<file path="config.mk">
export PLATFORM = sky130hd
export DESIGN_NAME = rla_rle_plane_decoder_top
export DESIGN_NICKNAME = d
export VERILOG_FILES = /design/src/rtl/core/rlapd_pkg.sv /design/src/rtl/core/rlapd_cfg_regs.sv /design/src/rtl/core/rlapd_parse.sv /design/src/rtl/core/rla_rle_plane_decoder_top.sv
export SDC_FILE = /design/constraint.sdc
export NUM_CORES = 1
export LEC_CHECK = 0
export BUFFER_PORTS_ARGS = -buffer_cell sky130_fd_sc_hd__buf_2
export CAP_MARGIN = 15
export CELL_PAD_IN_SITES_DETAIL_PLACEMENT = 1
export CELL_PAD_IN_SITES_GLOBAL_PLACEMENT = 2
export CORE_MARGIN = 8
export CORE_UTILIZATION = 42
export DETAILED_ROUTE_END_ITERATION = 16
export PLACE_DENSITY_LB_ADDON = 0.1
export SYNTH_ARGS = -nofsm -noshare
export SYNTH_HDL_FRONTEND = slang
export SYNTH_SLANG_ARGS = --single-unit
</file>
<file path="constraint.sdc">
create_clock -name clk -period 11.9 [get_ports clk]
set_input_delay 2.975 -clock clk [delete_from_list [all_inputs] [get_ports clk]]
set_output_delay 2.975 -clock clk [all_outputs]
set_load 0.005 [all_outputs]
</file>
<file path="src/rtl/core/rlapd_pkg.sv">
// rlapd_pkg: shared types and constants for the rla plane decoder
// no dependencies; imported by every module of the block
`timescale 1ns / 1ps

package rlapd_pkg;

  // parse phase of the packet decoder
  typedef enum logic [1:0] {
    PH_COUNT   = 2'd0,
    PH_REPEAT  = 2'd1,
    PH_LITERAL = 2'd2,
    PH_DROP    = 2'd3
  } phase_t;

  // configuration register indexes
  localparam logic [1:0] REG_PIXELS_PER_LINE    = 2'd0;
  localparam logic [1:0] REG_CHANNEL_COUNT      = 2'd1;
  localparam logic [1:0] REG_BYTES_PER_SAMPLE   = 2'd2;
  localparam logic [1:0] REG_HOST_LITTLE_ENDIAN = 2'd3;

  localparam int CFG_DATA_W = 14;
  localparam int POS_W      = 14;
  localparam int OFFSET_W   = 19;
  localparam int STRIDE_W   = 7;   // channels times bytes, up to 64

  // configuration values, already saturated to their legal ranges
  typedef struct packed {
    logic [POS_W-1:0]    pixels_per_line;
    logic [2:0]          bytes_per_sample;
    logic                host_little_endian;
    logic [STRIDE_W-1:0] stride;
  } cfg_t;

  // one decoded result beat
  typedef struct packed {
    logic [7:0]          byte_value;
    logic [OFFSET_W-1:0] start_offset;
    logic [7:0]          run_length;
    logic                plane_done;
    logic                channel_done;
    logic                overrun;
  } res_t;

endpackage

</file>
<file path="src/rtl/core/rlapd_cfg_regs.sv">
// rlapd_cfg_regs: configuration registers with range saturation on write
// depends on rlapd_pkg
`timescale 1ns / 1ps

module rlapd_cfg_regs #(
  parameter int MAX_LINE_PIXELS = 8192
) (
  input  logic                            clk,
  input  logic                            rst_n,
  input  logic                            cfg_we,
  input  logic [1:0]                      cfg_index,
  input  logic [rlapd_pkg::CFG_DATA_W-1:0] cfg_wdata,
  output rlapd_pkg::cfg_t                 cfg
);
  import rlapd_pkg::*;

  localparam logic [16:0] MAX_PPL = 17'(MAX_LINE_PIXELS);

  logic [POS_W-1:0]    ppl_r, ppl_nxt;
  logic [4:0]          ch_r, ch_nxt;
  logic [2:0]          bps_r, bps_nxt;
  logic                le_r, le_nxt;
  logic [STRIDE_W-1:0] stride_r, stride_nxt;
  logic [POS_W-1:0]    ppl_sat;
  logic [4:0]          ch_sat;
  logic [2:0]          bps_sat;

  // saturate written values into legal ranges
  always_comb begin
    ppl_sat = cfg_wdata[POS_W-1:0];
    if (ppl_sat == '0) begin
      ppl_sat = POS_W'(1);
    end else if ({3'b000, ppl_sat} > MAX_PPL) begin
      ppl_sat = MAX_PPL[POS_W-1:0];
    end
    ch_sat = cfg_wdata[4:0];
    if (ch_sat == 5'd0) begin
      ch_sat = 5'd1;
    end else if (ch_sat > 5'd16) begin
      ch_sat = 5'd16;
    end
    bps_sat = cfg_wdata[2:0];
    if (bps_sat == 3'd0) begin
      bps_sat = 3'd1;
    end else if (bps_sat > 3'd4) begin
      bps_sat = 3'd4;
    end
  end

  // register write decode
  always_comb begin
    ppl_nxt = ppl_r;
    ch_nxt  = ch_r;
    bps_nxt = bps_r;
    le_nxt  = le_r;
    if (cfg_we) begin
      case (cfg_index)
        REG_PIXELS_PER_LINE:    ppl_nxt = ppl_sat;
        REG_CHANNEL_COUNT:      ch_nxt  = ch_sat;
        REG_BYTES_PER_SAMPLE:   bps_nxt = bps_sat;
        REG_HOST_LITTLE_ENDIAN: le_nxt  = cfg_wdata[0];
        default:                ppl_nxt = ppl_r;
      endcase
    end
    // byte stride between samples of one channel
    stride_nxt = {2'b00, ch_r} * {4'b0000, bps_r};
  end

  always_ff @(posedge clk) begin
    if (!rst_n) begin
      ppl_r    <= POS_W'(1);
      ch_r     <= 5'd1;
      bps_r    <= 3'd1;
      le_r     <= 1'b1;
      stride_r <= STRIDE_W'(1);
    end else begin
      ppl_r    <= ppl_nxt;
      ch_r     <= ch_nxt;
      bps_r    <= bps_nxt;
      le_r     <= le_nxt;
      stride_r <= stride_nxt;
    end
  end

  assign cfg.pixels_per_line    = ppl_r;
  assign cfg.bytes_per_sample   = bps_r;
  assign cfg.host_little_endian = le_r;
  assign cfg.stride             = stride_r;

endmodule

</file>
<file path="src/rtl/core/rlapd_parse.sv">
// rlapd_parse: packet parse state and per-byte run placement
// depends on rlapd_pkg
`timescale 1ns / 1ps

module rlapd_parse (
  input  logic            clk,
  input  logic            rst_n,
  input  logic            fire,
  input  logic [7:0]      data_byte,
  input  logic            start_channel,
  input  rlapd_pkg::cfg_t cfg,
  output logic            has_res,
  output rlapd_pkg::res_t res
);
  import rlapd_pkg::*;

  phase_t           phase_r, phase_nxt;
  logic [7:0]       run_left_r, run_left_nxt;
  logic [7:0]       repeat_len_r, repeat_len_nxt;
  logic [1:0]       plane_r, plane_nxt;
  logic [POS_W-1:0] pos_r, pos_nxt;

  phase_t           phase_e;
  logic [7:0]       run_left_e;
  logic [7:0]       repeat_len_e;
  logic [1:0]       plane_e;
  logic [POS_W-1:0] pos_e;

  logic [1:0]       last_pl;
  logic [1:0]       pl;
  logic [1:0]       sub;
  logic [POS_W-1:0] left;
  logic [7:0]       want;
  logic [7:0]       len;
  logic             pdone;
  logic             cdone;
  logic [20:0]      prod;
  logic [7:0]       rl_dec;

  // channel start returns the parser to its initial state
  always_comb begin
    if (start_channel) begin
      phase_e      = PH_COUNT;
      run_left_e   = '0;
      repeat_len_e = '0;
      plane_e      = '0;
      pos_e        = '0;
    end else begin
      phase_e      = phase_r;
      run_left_e   = run_left_r;
      repeat_len_e = repeat_len_r;
      plane_e      = plane_r;
      pos_e        = pos_r;
    end
  end

  // run placement: clip to line end, offset in interleaved buffer
  always_comb begin
    last_pl = 2'(cfg.bytes_per_sample - 3'd1);
    pl      = (plane_e <= last_pl) ? plane_e : last_pl;
    left    = (pos_e < cfg.pixels_per_line) ? (cfg.pixels_per_line - pos_e) : POS_W'(1);
    want    = (phase_e == PH_REPEAT) ? repeat_len_e : 8'd1;
    len     = ({6'b0, want} < left) ? want : left[7:0];
    pdone   = ({6'b0, len} == left);
    cdone   = pdone && (pl == last_pl);
    sub     = cfg.host_little_endian ? (last_pl - pl) : pl;
    prod    = 21'(pos_e) * 21'(cfg.stride);
    rl_dec  = run_left_e - 8'd1;
  end

  // next state and result
  always_comb begin
    phase_nxt      = phase_e;
    run_left_nxt   = run_left_e;
    repeat_len_nxt = repeat_len_e;
    plane_nxt      = plane_e;
    pos_nxt        = pos_e;
    has_res        = 1'b0;

    res.byte_value   = data_byte;
    res.start_offset = prod[OFFSET_W-1:0] + OFFSET_W'(sub);
    res.run_length   = len;
    res.plane_done   = pdone;
    res.channel_done = cdone;
    res.overrun      = ({6'b0, want} > left);

    case (phase_e)
      PH_COUNT: begin
        if (!data_byte[7]) begin
          repeat_len_nxt = data_byte + 8'd1;
          phase_nxt      = PH_REPEAT;
        end else begin
          run_left_nxt = 8'd0 - data_byte;
          phase_nxt    = PH_LITERAL;
        end
      end
      PH_REPEAT: begin
        has_res   = 1'b1;
        phase_nxt = PH_COUNT;
      end
      PH_LITERAL: begin
        has_res      = 1'b1;
        run_left_nxt = rl_dec;
        if (pdone && (rl_dec != 8'd0)) begin
          res.overrun = 1'b1;
        end
        if (rl_dec == 8'd0) begin
          phase_nxt = PH_COUNT;
        end else if (pdone) begin
          phase_nxt = PH_DROP;
        end
      end
      PH_DROP: begin
        run_left_nxt = rl_dec;
        if (rl_dec == 8'd0) begin
          phase_nxt = PH_COUNT;
        end
      end
      default: phase_nxt = PH_COUNT;
    endcase

    // advance position and plane on every emitted run
    if (has_res) begin
      if (pdone) begin
        pos_nxt   = '0;
        plane_nxt = cdone ? 2'd0 : (pl + 2'd1);
      end else begin
        pos_nxt = pos_e + POS_W'(len);
      end
    end
  end

  always_ff @(posedge clk) begin
    if (!rst_n) begin
      phase_r      <= PH_COUNT;
      run_left_r   <= '0;
      repeat_len_r <= '0;
      plane_r      <= '0;
      pos_r        <= '0;
    end else if (fire) begin
      phase_r      <= phase_nxt;
      run_left_r   <= run_left_nxt;
      repeat_len_r <= repeat_len_nxt;
      plane_r      <= plane_nxt;
      pos_r        <= pos_nxt;
    end
  end

endmodule

</file>
<file path="src/rtl/core/rla_rle_plane_decoder_top.sv">
// rla_rle_plane_decoder_top: byte-planar rla run-length decoder
// an input beat passes through the input register and then the result register to become a result beat
// throughput: one compressed byte per cycle while out_stall does not hold a pending result beat
// a byte with no result (count byte, dropped literal) frees its slot at once
// reset (rst_n low, synchronous) clears both stages, parse state and config to defaults
// depends on rlapd_pkg, rlapd_cfg_regs, rlapd_parse
`timescale 1ns / 1ps

module rla_rle_plane_decoder_top #(
  parameter int MAX_LINE_PIXELS = 8192
) (
  input  logic                             clk,
  input  logic                             rst_n,
  input  logic                             cfg_we,
  input  logic [1:0]                       cfg_index,
  input  logic [rlapd_pkg::CFG_DATA_W-1:0] cfg_wdata,
  input  logic                             in_valid,
  output logic                             in_stall,
  input  logic [7:0]                       in_data_byte,
  input  logic                             in_start_channel,
  output logic                             out_valid,
  input  logic                             out_stall,
  output logic [7:0]                       out_byte_value,
  output logic [rlapd_pkg::OFFSET_W-1:0]   out_start_offset,
  output logic [7:0]                       out_run_length,
  output logic                             out_plane_done,
  output logic                             out_channel_done,
  output logic                             out_overrun
);
  import rlapd_pkg::*;

  cfg_t cfg;
  res_t res;
  res_t res_r;
  logic has_res;

  logic       in_vld_r, in_vld_nxt;
  logic [7:0] in_byte_r;
  logic       in_start_r;
  logic       out_vld_r, out_vld_nxt;
  logic       in_take;
  logic       fire;

  rlapd_cfg_regs #(
    .MAX_LINE_PIXELS(MAX_LINE_PIXELS)
  ) u_cfg (
    .clk       (clk),
    .rst_n     (rst_n),
    .cfg_we    (cfg_we),
    .cfg_index (cfg_index),
    .cfg_wdata (cfg_wdata),
    .cfg       (cfg)
  );

  rlapd_parse u_parse (
    .clk           (clk),
    .rst_n         (rst_n),
    .fire          (fire),
    .data_byte     (in_byte_r),
    .start_channel (in_start_r),
    .cfg           (cfg),
    .has_res       (has_res),
    .res           (res)
  );

  // handshake: held byte is processed when the result slot is free or draining
  always_comb begin
    fire        = in_vld_r && (!out_vld_r || !out_stall);
    in_stall    = in_vld_r && !fire;
    in_take     = in_valid && !in_stall;
    in_vld_nxt  = in_take || (in_vld_r && !fire);
    out_vld_nxt = fire ? has_res : (out_vld_r && out_stall);
  end

  // control registers
  always_ff @(posedge clk) begin
    if (!rst_n) begin
      in_vld_r  <= 1'b0;
      out_vld_r <= 1'b0;
    end else begin
      in_vld_r  <= in_vld_nxt;
      out_vld_r <= out_vld_nxt;
    end
  end

  // input beat register
  always_ff @(posedge clk) begin
    if (in_take) begin
      in_byte_r  <= in_data_byte;
      in_start_r <= in_start_channel;
    end
  end

  // result beat register
  always_ff @(posedge clk) begin
    if (fire && has_res) begin
      res_r <= res;
    end
  end

  assign out_valid        = out_vld_r;
  assign out_byte_value   = res_r.byte_value;
  assign out_start_offset = res_r.start_offset;
  assign out_run_length   = res_r.run_length;
  assign out_plane_done   = res_r.plane_done;
  assign out_channel_done = res_r.channel_done;
  assign out_overrun      = res_r.overrun;

endmodule

</file>
==> tab_implementation.tex <==
\begin{tabular}{lr}
\hline
Metric & Value \\
\hline
\multicolumn{2}{l}{\textbf{Routing}} \\
\quad Total wirelength of the detailed-routed design & 27.1 mm \\
\quad Via count of the routed design & 7879 \\
\quad Drt pass-1 iters & 5 \\
\quad DRC marker count from the first detailed-route iteration & 380 \\
\quad Final antenna-violating net count & 0 \\
\quad Post-route DRC & 0 \\
\quad Vias per std cell & 5.46 \\
\quad Per-cell routed wire length & 18.8 um \\
\multicolumn{2}{l}{\textbf{Synth}} \\
\quad Ys async rst share & 0\% \\
\quad Number of synthesized flops with an enable pin & 47 \\
\quad Mapped cell area & 0.00968 sq mm \\
\quad Post-synthesis sequential area ratio & 28.2\% \\
\quad Syn. warnings & 0 \\
\quad Dominant register cell in the synthesized netlist & sky130\_fd\_sc\_hd\_\_dfxtp\_1 \\
\quad Number of synthesized register bits & 113 \\
\quad Total nets after synthesis & 1282 \\
\quad Cells after synthesis & 1105 \\
\quad Number of unique standard cell types used by synthesis & 69 \\
\quad Mean instance size in the synthesized netlist & 8.76 sq um \\
\multicolumn{2}{l}{\textbf{Timing}} \\
\quad Clock period minus worst slack & 7.44 ns \\
\quad Final number of max-transition violations & 0 \\
\quad Worst Max-Slew Pin Slew & 1.10 ns \\
\quad Final hold violations & 0 \\
\quad Highest Clock Rate & 134 MHz \\
\quad Total negative setup slack & 0 ns \\
\quad Setup repair after global routing missed its margin & no \\
\quad Post-route worst setup slack & 4.46 ns \\
\quad Relative max-transition margin & 25.7\% \\
\quad Endpoints failing setup & 0 \\
\quad Final setup skew & 0.0178 ns \\
\quad Post-route clock period utilization & 62.5\% \\
\multicolumn{2}{l}{\textbf{Floorplanning}} \\
\quad Core Footprint & 0.0226 sq mm \\
\quad Starting density of the core & 42.8\% \\
\quad Ports & 70 \\
\quad Die area & 0.0282 sq mm \\
\quad Y dimension of the die & 168 um \\
\quad DIE WIDTH & 168 um \\
\quad Cell row count & 55 \\
\multicolumn{2}{l}{\textbf{Place}} \\
\quad Routability cong. & 0.827 \\
\quad Total cell area at the placement stage & 0.0102 sq mm \\
\quad HPWL after detailed placement & 20.7 mm \\
\quad Number of I/O port buffers & 69 \\
\quad \# placed instances & 1411 \\
\quad Worst setup timing slack at the placement stage & 4.61 ns \\
\multicolumn{2}{l}{\textbf{Flow run}} \\
\quad Max capacitance violation total & 0 \\
\multicolumn{2}{l}{\textbf{Cells and area}} \\
\quad Commonest non-fill, non-tap cell in the layout & sky130\_fd\_sc\_hd\_\_nand2\_1 \\
\quad Post-Layout Inst Area & 0.0108 sq mm \\
\quad Final Non-Filler Cells & 1443 \\
\quad Final-layout fill cell count & 2670 \\
\quad Net count reported at finish & 1322 \\
\quad Commonest non-fill, non-tap cells in the layout & 146 x sky130\_fd\_sc\_hd\_\_nand2\_1, 111 x sky130\_fd\_sc\_hd\_\_inv\_1, 82 x sky130\_fd\_sc\_hd\_\_ha\_1 \\
\quad Antenna diode count & 0 \\
\quad Synth-to-Final Area Change & 11.5\% \\
\quad Fraction of layout cells with a size suffix above 1 & 10.3\% \\
\multicolumn{2}{l}{\textbf{Global routing}} \\
\quad Number of antenna violations at the first check in global routing & 0 \\
\quad Wire length of the first global-routing pass & 44.7 mm \\
\quad Overall overflow remaining after global route & 0 \\
\quad Via count of the first global-routing pass & 8390 \\
\quad Maximum number of pins on one net before global-route repair & 71 \\
\quad Total Routing Usage GR & 19.8\% \\
\multicolumn{2}{l}{\textbf{Clocking}} \\
\quad Number of levels in the clock H-tree & 4 \\
\quad Post-CTS Hold Fix Bufs & 0 \\
\quad Maximum root-to-sink buffer count & 2 \\
\quad Root cell of the clock tree & sky130\_fd\_sc\_hd\_\_clkbuf\_16 \\
\quad Post-CTS setup-driven buffer insertion count & 0 \\
\quad Clock Latency Late Sink & 0.43 ns \\
\quad Clock-pin slew reported for the worst setup and hold paths after clock tree synthesis & 0.06 ns \\
\quad CTS sink count & 113 \\
\quad Resized cells post-CTS & 0 \\
\quad Number of buffers inserted during clock tree synthesis & 17 \\
\quad Clock tree from TritonCTS & done \\
\multicolumn{2}{l}{\textbf{Worst hold path}} \\
\quad Type of the worst min-delay path & reg -> reg \\
\multicolumn{2}{l}{\textbf{Power}} \\
\quad Total leakage power & 0.00494 uW \\
\quad Power per cell area & 105 mW/mm\^{}2 \\
\quad Worst VDD drop & 0.0723 mV \\
\quad Total power after layout & 1140 uW \\
\multicolumn{2}{l}{\textbf{Critical path}} \\
\quad CP max stage cell & sky130\_fd\_sc\_hd\_\_nor2b\_1 \\
\quad Kind of start point of the critical path & register \\
\quad Crit path max fanout & 21 \\
\quad Worst stage delay on the critical path & 0.80 ns \\
\quad Cell mode on critical path & sky130\_fd\_sc\_hd\_\_o21ai\_0 \\
\quad CP Data Required Time & 12.19 ns \\
\quad Type of the worst setup path & reg -> reg \\
\quad Crit. End Element & register \\
\quad Data arrival at the endpoint of the critical path & 7.73 ns \\
\multicolumn{2}{l}{\textbf{Status}} \\
\quad Run status & complete, no violations \\
\hline
\end{tabular}
-- per-stage QoR --
step | hold WS, ns | util, %
2_1_floorplan | 0.424 | -
4_1_cts | 0.473 | 47.7
3_5_place_dp | 0.464 | 45.1
5_1_grt | 0.498 | 47.7
3_3_place_gp | 0.455 | 45.1
6_report | 0.470 | 47.7
-- report_power, final --
group          total (uW)  leakage (uW)  internal, uW  switching, uW
clock                 518      0.000284           290            228
sequential            428      0.000996           416           12.6
combinational         190       0.00366          66.5            123
total                1140       0.00494           772            364
-- cell usage after synthesis (5+ instances only) --
cell type | count | area (sq um)
sky130_fd_sc_hd__nand2_1 | 146 | 548
sky130_fd_sc_hd__inv_1 | 112 | 420
sky130_fd_sc_hd__ha_1 | 82 | 1030
sky130_fd_sc_hd__dfxtp_1 | 66 | 1320
sky130_fd_sc_hd__fa_1 | 65 | 1300
sky130_fd_sc_hd__nor2b_1 | 58 | 363
sky130_fd_sc_hd__a21oi_1 | 51 | 255
sky130_fd_sc_hd__o21ai_0 | 50 | 250
sky130_fd_sc_hd__nor2_1 | 48 | 180
sky130_fd_sc_hd__edfxtp_1 | 47 | 1410
sky130_fd_sc_hd__clkbuf_1 | 46 | 173
sky130_fd_sc_hd__and2_1 | 41 | 257
sky130_fd_sc_hd__xnor2_1 | 40 | 350
sky130_fd_sc_hd__nand3_1 | 24 | 120
sky130_fd_sc_hd__a22oi_1 | 23 | 173
sky130_fd_sc_hd__nor3_1 | 20 | 100
sky130_fd_sc_hd__xor2_1 | 18 | 158
sky130_fd_sc_hd__a21o_1 | 12 | 90.1
sky130_fd_sc_hd__nor3b_1 | 10 | 75.1
sky130_fd_sc_hd__mux2i_1 | 8 | 80.1
sky130_fd_sc_hd__o211ai_1 | 8 | 60.1
sky130_fd_sc_hd__a31oi_1 | 7 | 43.8
sky130_fd_sc_hd__nand4_1 | 7 | 43.8
sky130_fd_sc_hd__o21a_1 | 7 | 52.6
sky130_fd_sc_hd__o31ai_1 | 7 | 52.6
sky130_fd_sc_hd__a211oi_1 | 5 | 37.5
sky130_fd_sc_hd__buf_2 | 5 | 25.0
sky130_fd_sc_hd__nand3b_1 | 5 | 37.5
sky130_fd_sc_hd__nor4_1 | 5 | 31.3
sky130_fd_sc_hd__o22ai_1 | 5 | 31.3
sky130_fd_sc_hd__or3_1 | 5 | 31.3
-- registers in the layout (all words and copies together), names as in the netlist --
name,count
out_overrun,1
u_parse.phase_r,2
out_start_offset,19
in_start_r,1
u_cfg.ppl_r,14
out_byte_value,8
u_cfg.stride_r,7
out_plane_done,1
u_cfg.ch_r,5
in_vld_r,1
u_parse.plane_r,2
u_parse.pos_r,14
u_cfg.le_r,1
u_parse.repeat_len_r,8
u_cfg.bps_r,3
u_parse.run_left_r,8
out_valid,1
out_channel_done,1
out_run_length,8
in_byte_r,8
-- path summary, 6_finish.rpt --
check                   startpoint                 to  slack [ns]  cells after the start
setup / recovery        in_start_r  u_parse.pos_r[10]        4.46                     28
hold / removal    u_parse.pos_r[0]   u_parse.pos_r[0]        0.47                      2
hold reg to reg   u_parse.pos_r[0]   u_parse.pos_r[0]        0.47                      2
setup reg to reg        in_start_r  u_parse.pos_r[10]        4.46                     28
-- routing by layer --
layer / track usage [%] / vias to the layer above / share of wire, %
li1: - / 3846 / -
met1: 27.5 / 3884 / 50
met2: 31.6 / 125 / 45
met3: 3.25 / 24 / 3.4
met4: 5.16 / 0 / 1.3
met5: 0 / - / 0
-- worst max-delay path, delay by kind of cell (launching register included) --
kind,cells,cell delay (ns)
flops,1,0.71
mux,1,0.18
buf+inv,2,0.37
fa+ha+maj,3,1.05
compound gates,13,2.58
simple gates,9,2.40
-- cell type report --
class / instances / area, sq um / area share [%]
Clock inverter: 14 / 133 / 1.23
Multi-Input combinational cell: 826 / 6320 / 58.5
Clock buffer: 18 / 450 / 4.17
Sequential cell: 113 / 2730 / 25.3
Tap cell: 285 / 357 / 3.30
Inverter: 114 / 428 / 3.96
Timing Repair Buffer: 73 / 375 / 3.48
-- cell families after synthesis --
group / after synthesis / share of synthesized area, %
muxes: 10 / 1.06
and+or+nand+nor: 388 / 19.8
xor gates and xnor gates: 58 / 5.25
adders and majority gates: 147 / 24.0
AOI/OAI and AO/OA: 223 / 15.1
DFF: 113 / 28.2
buffers and inverters: 166 / 6.54
(Power assumes the default switching activity.)
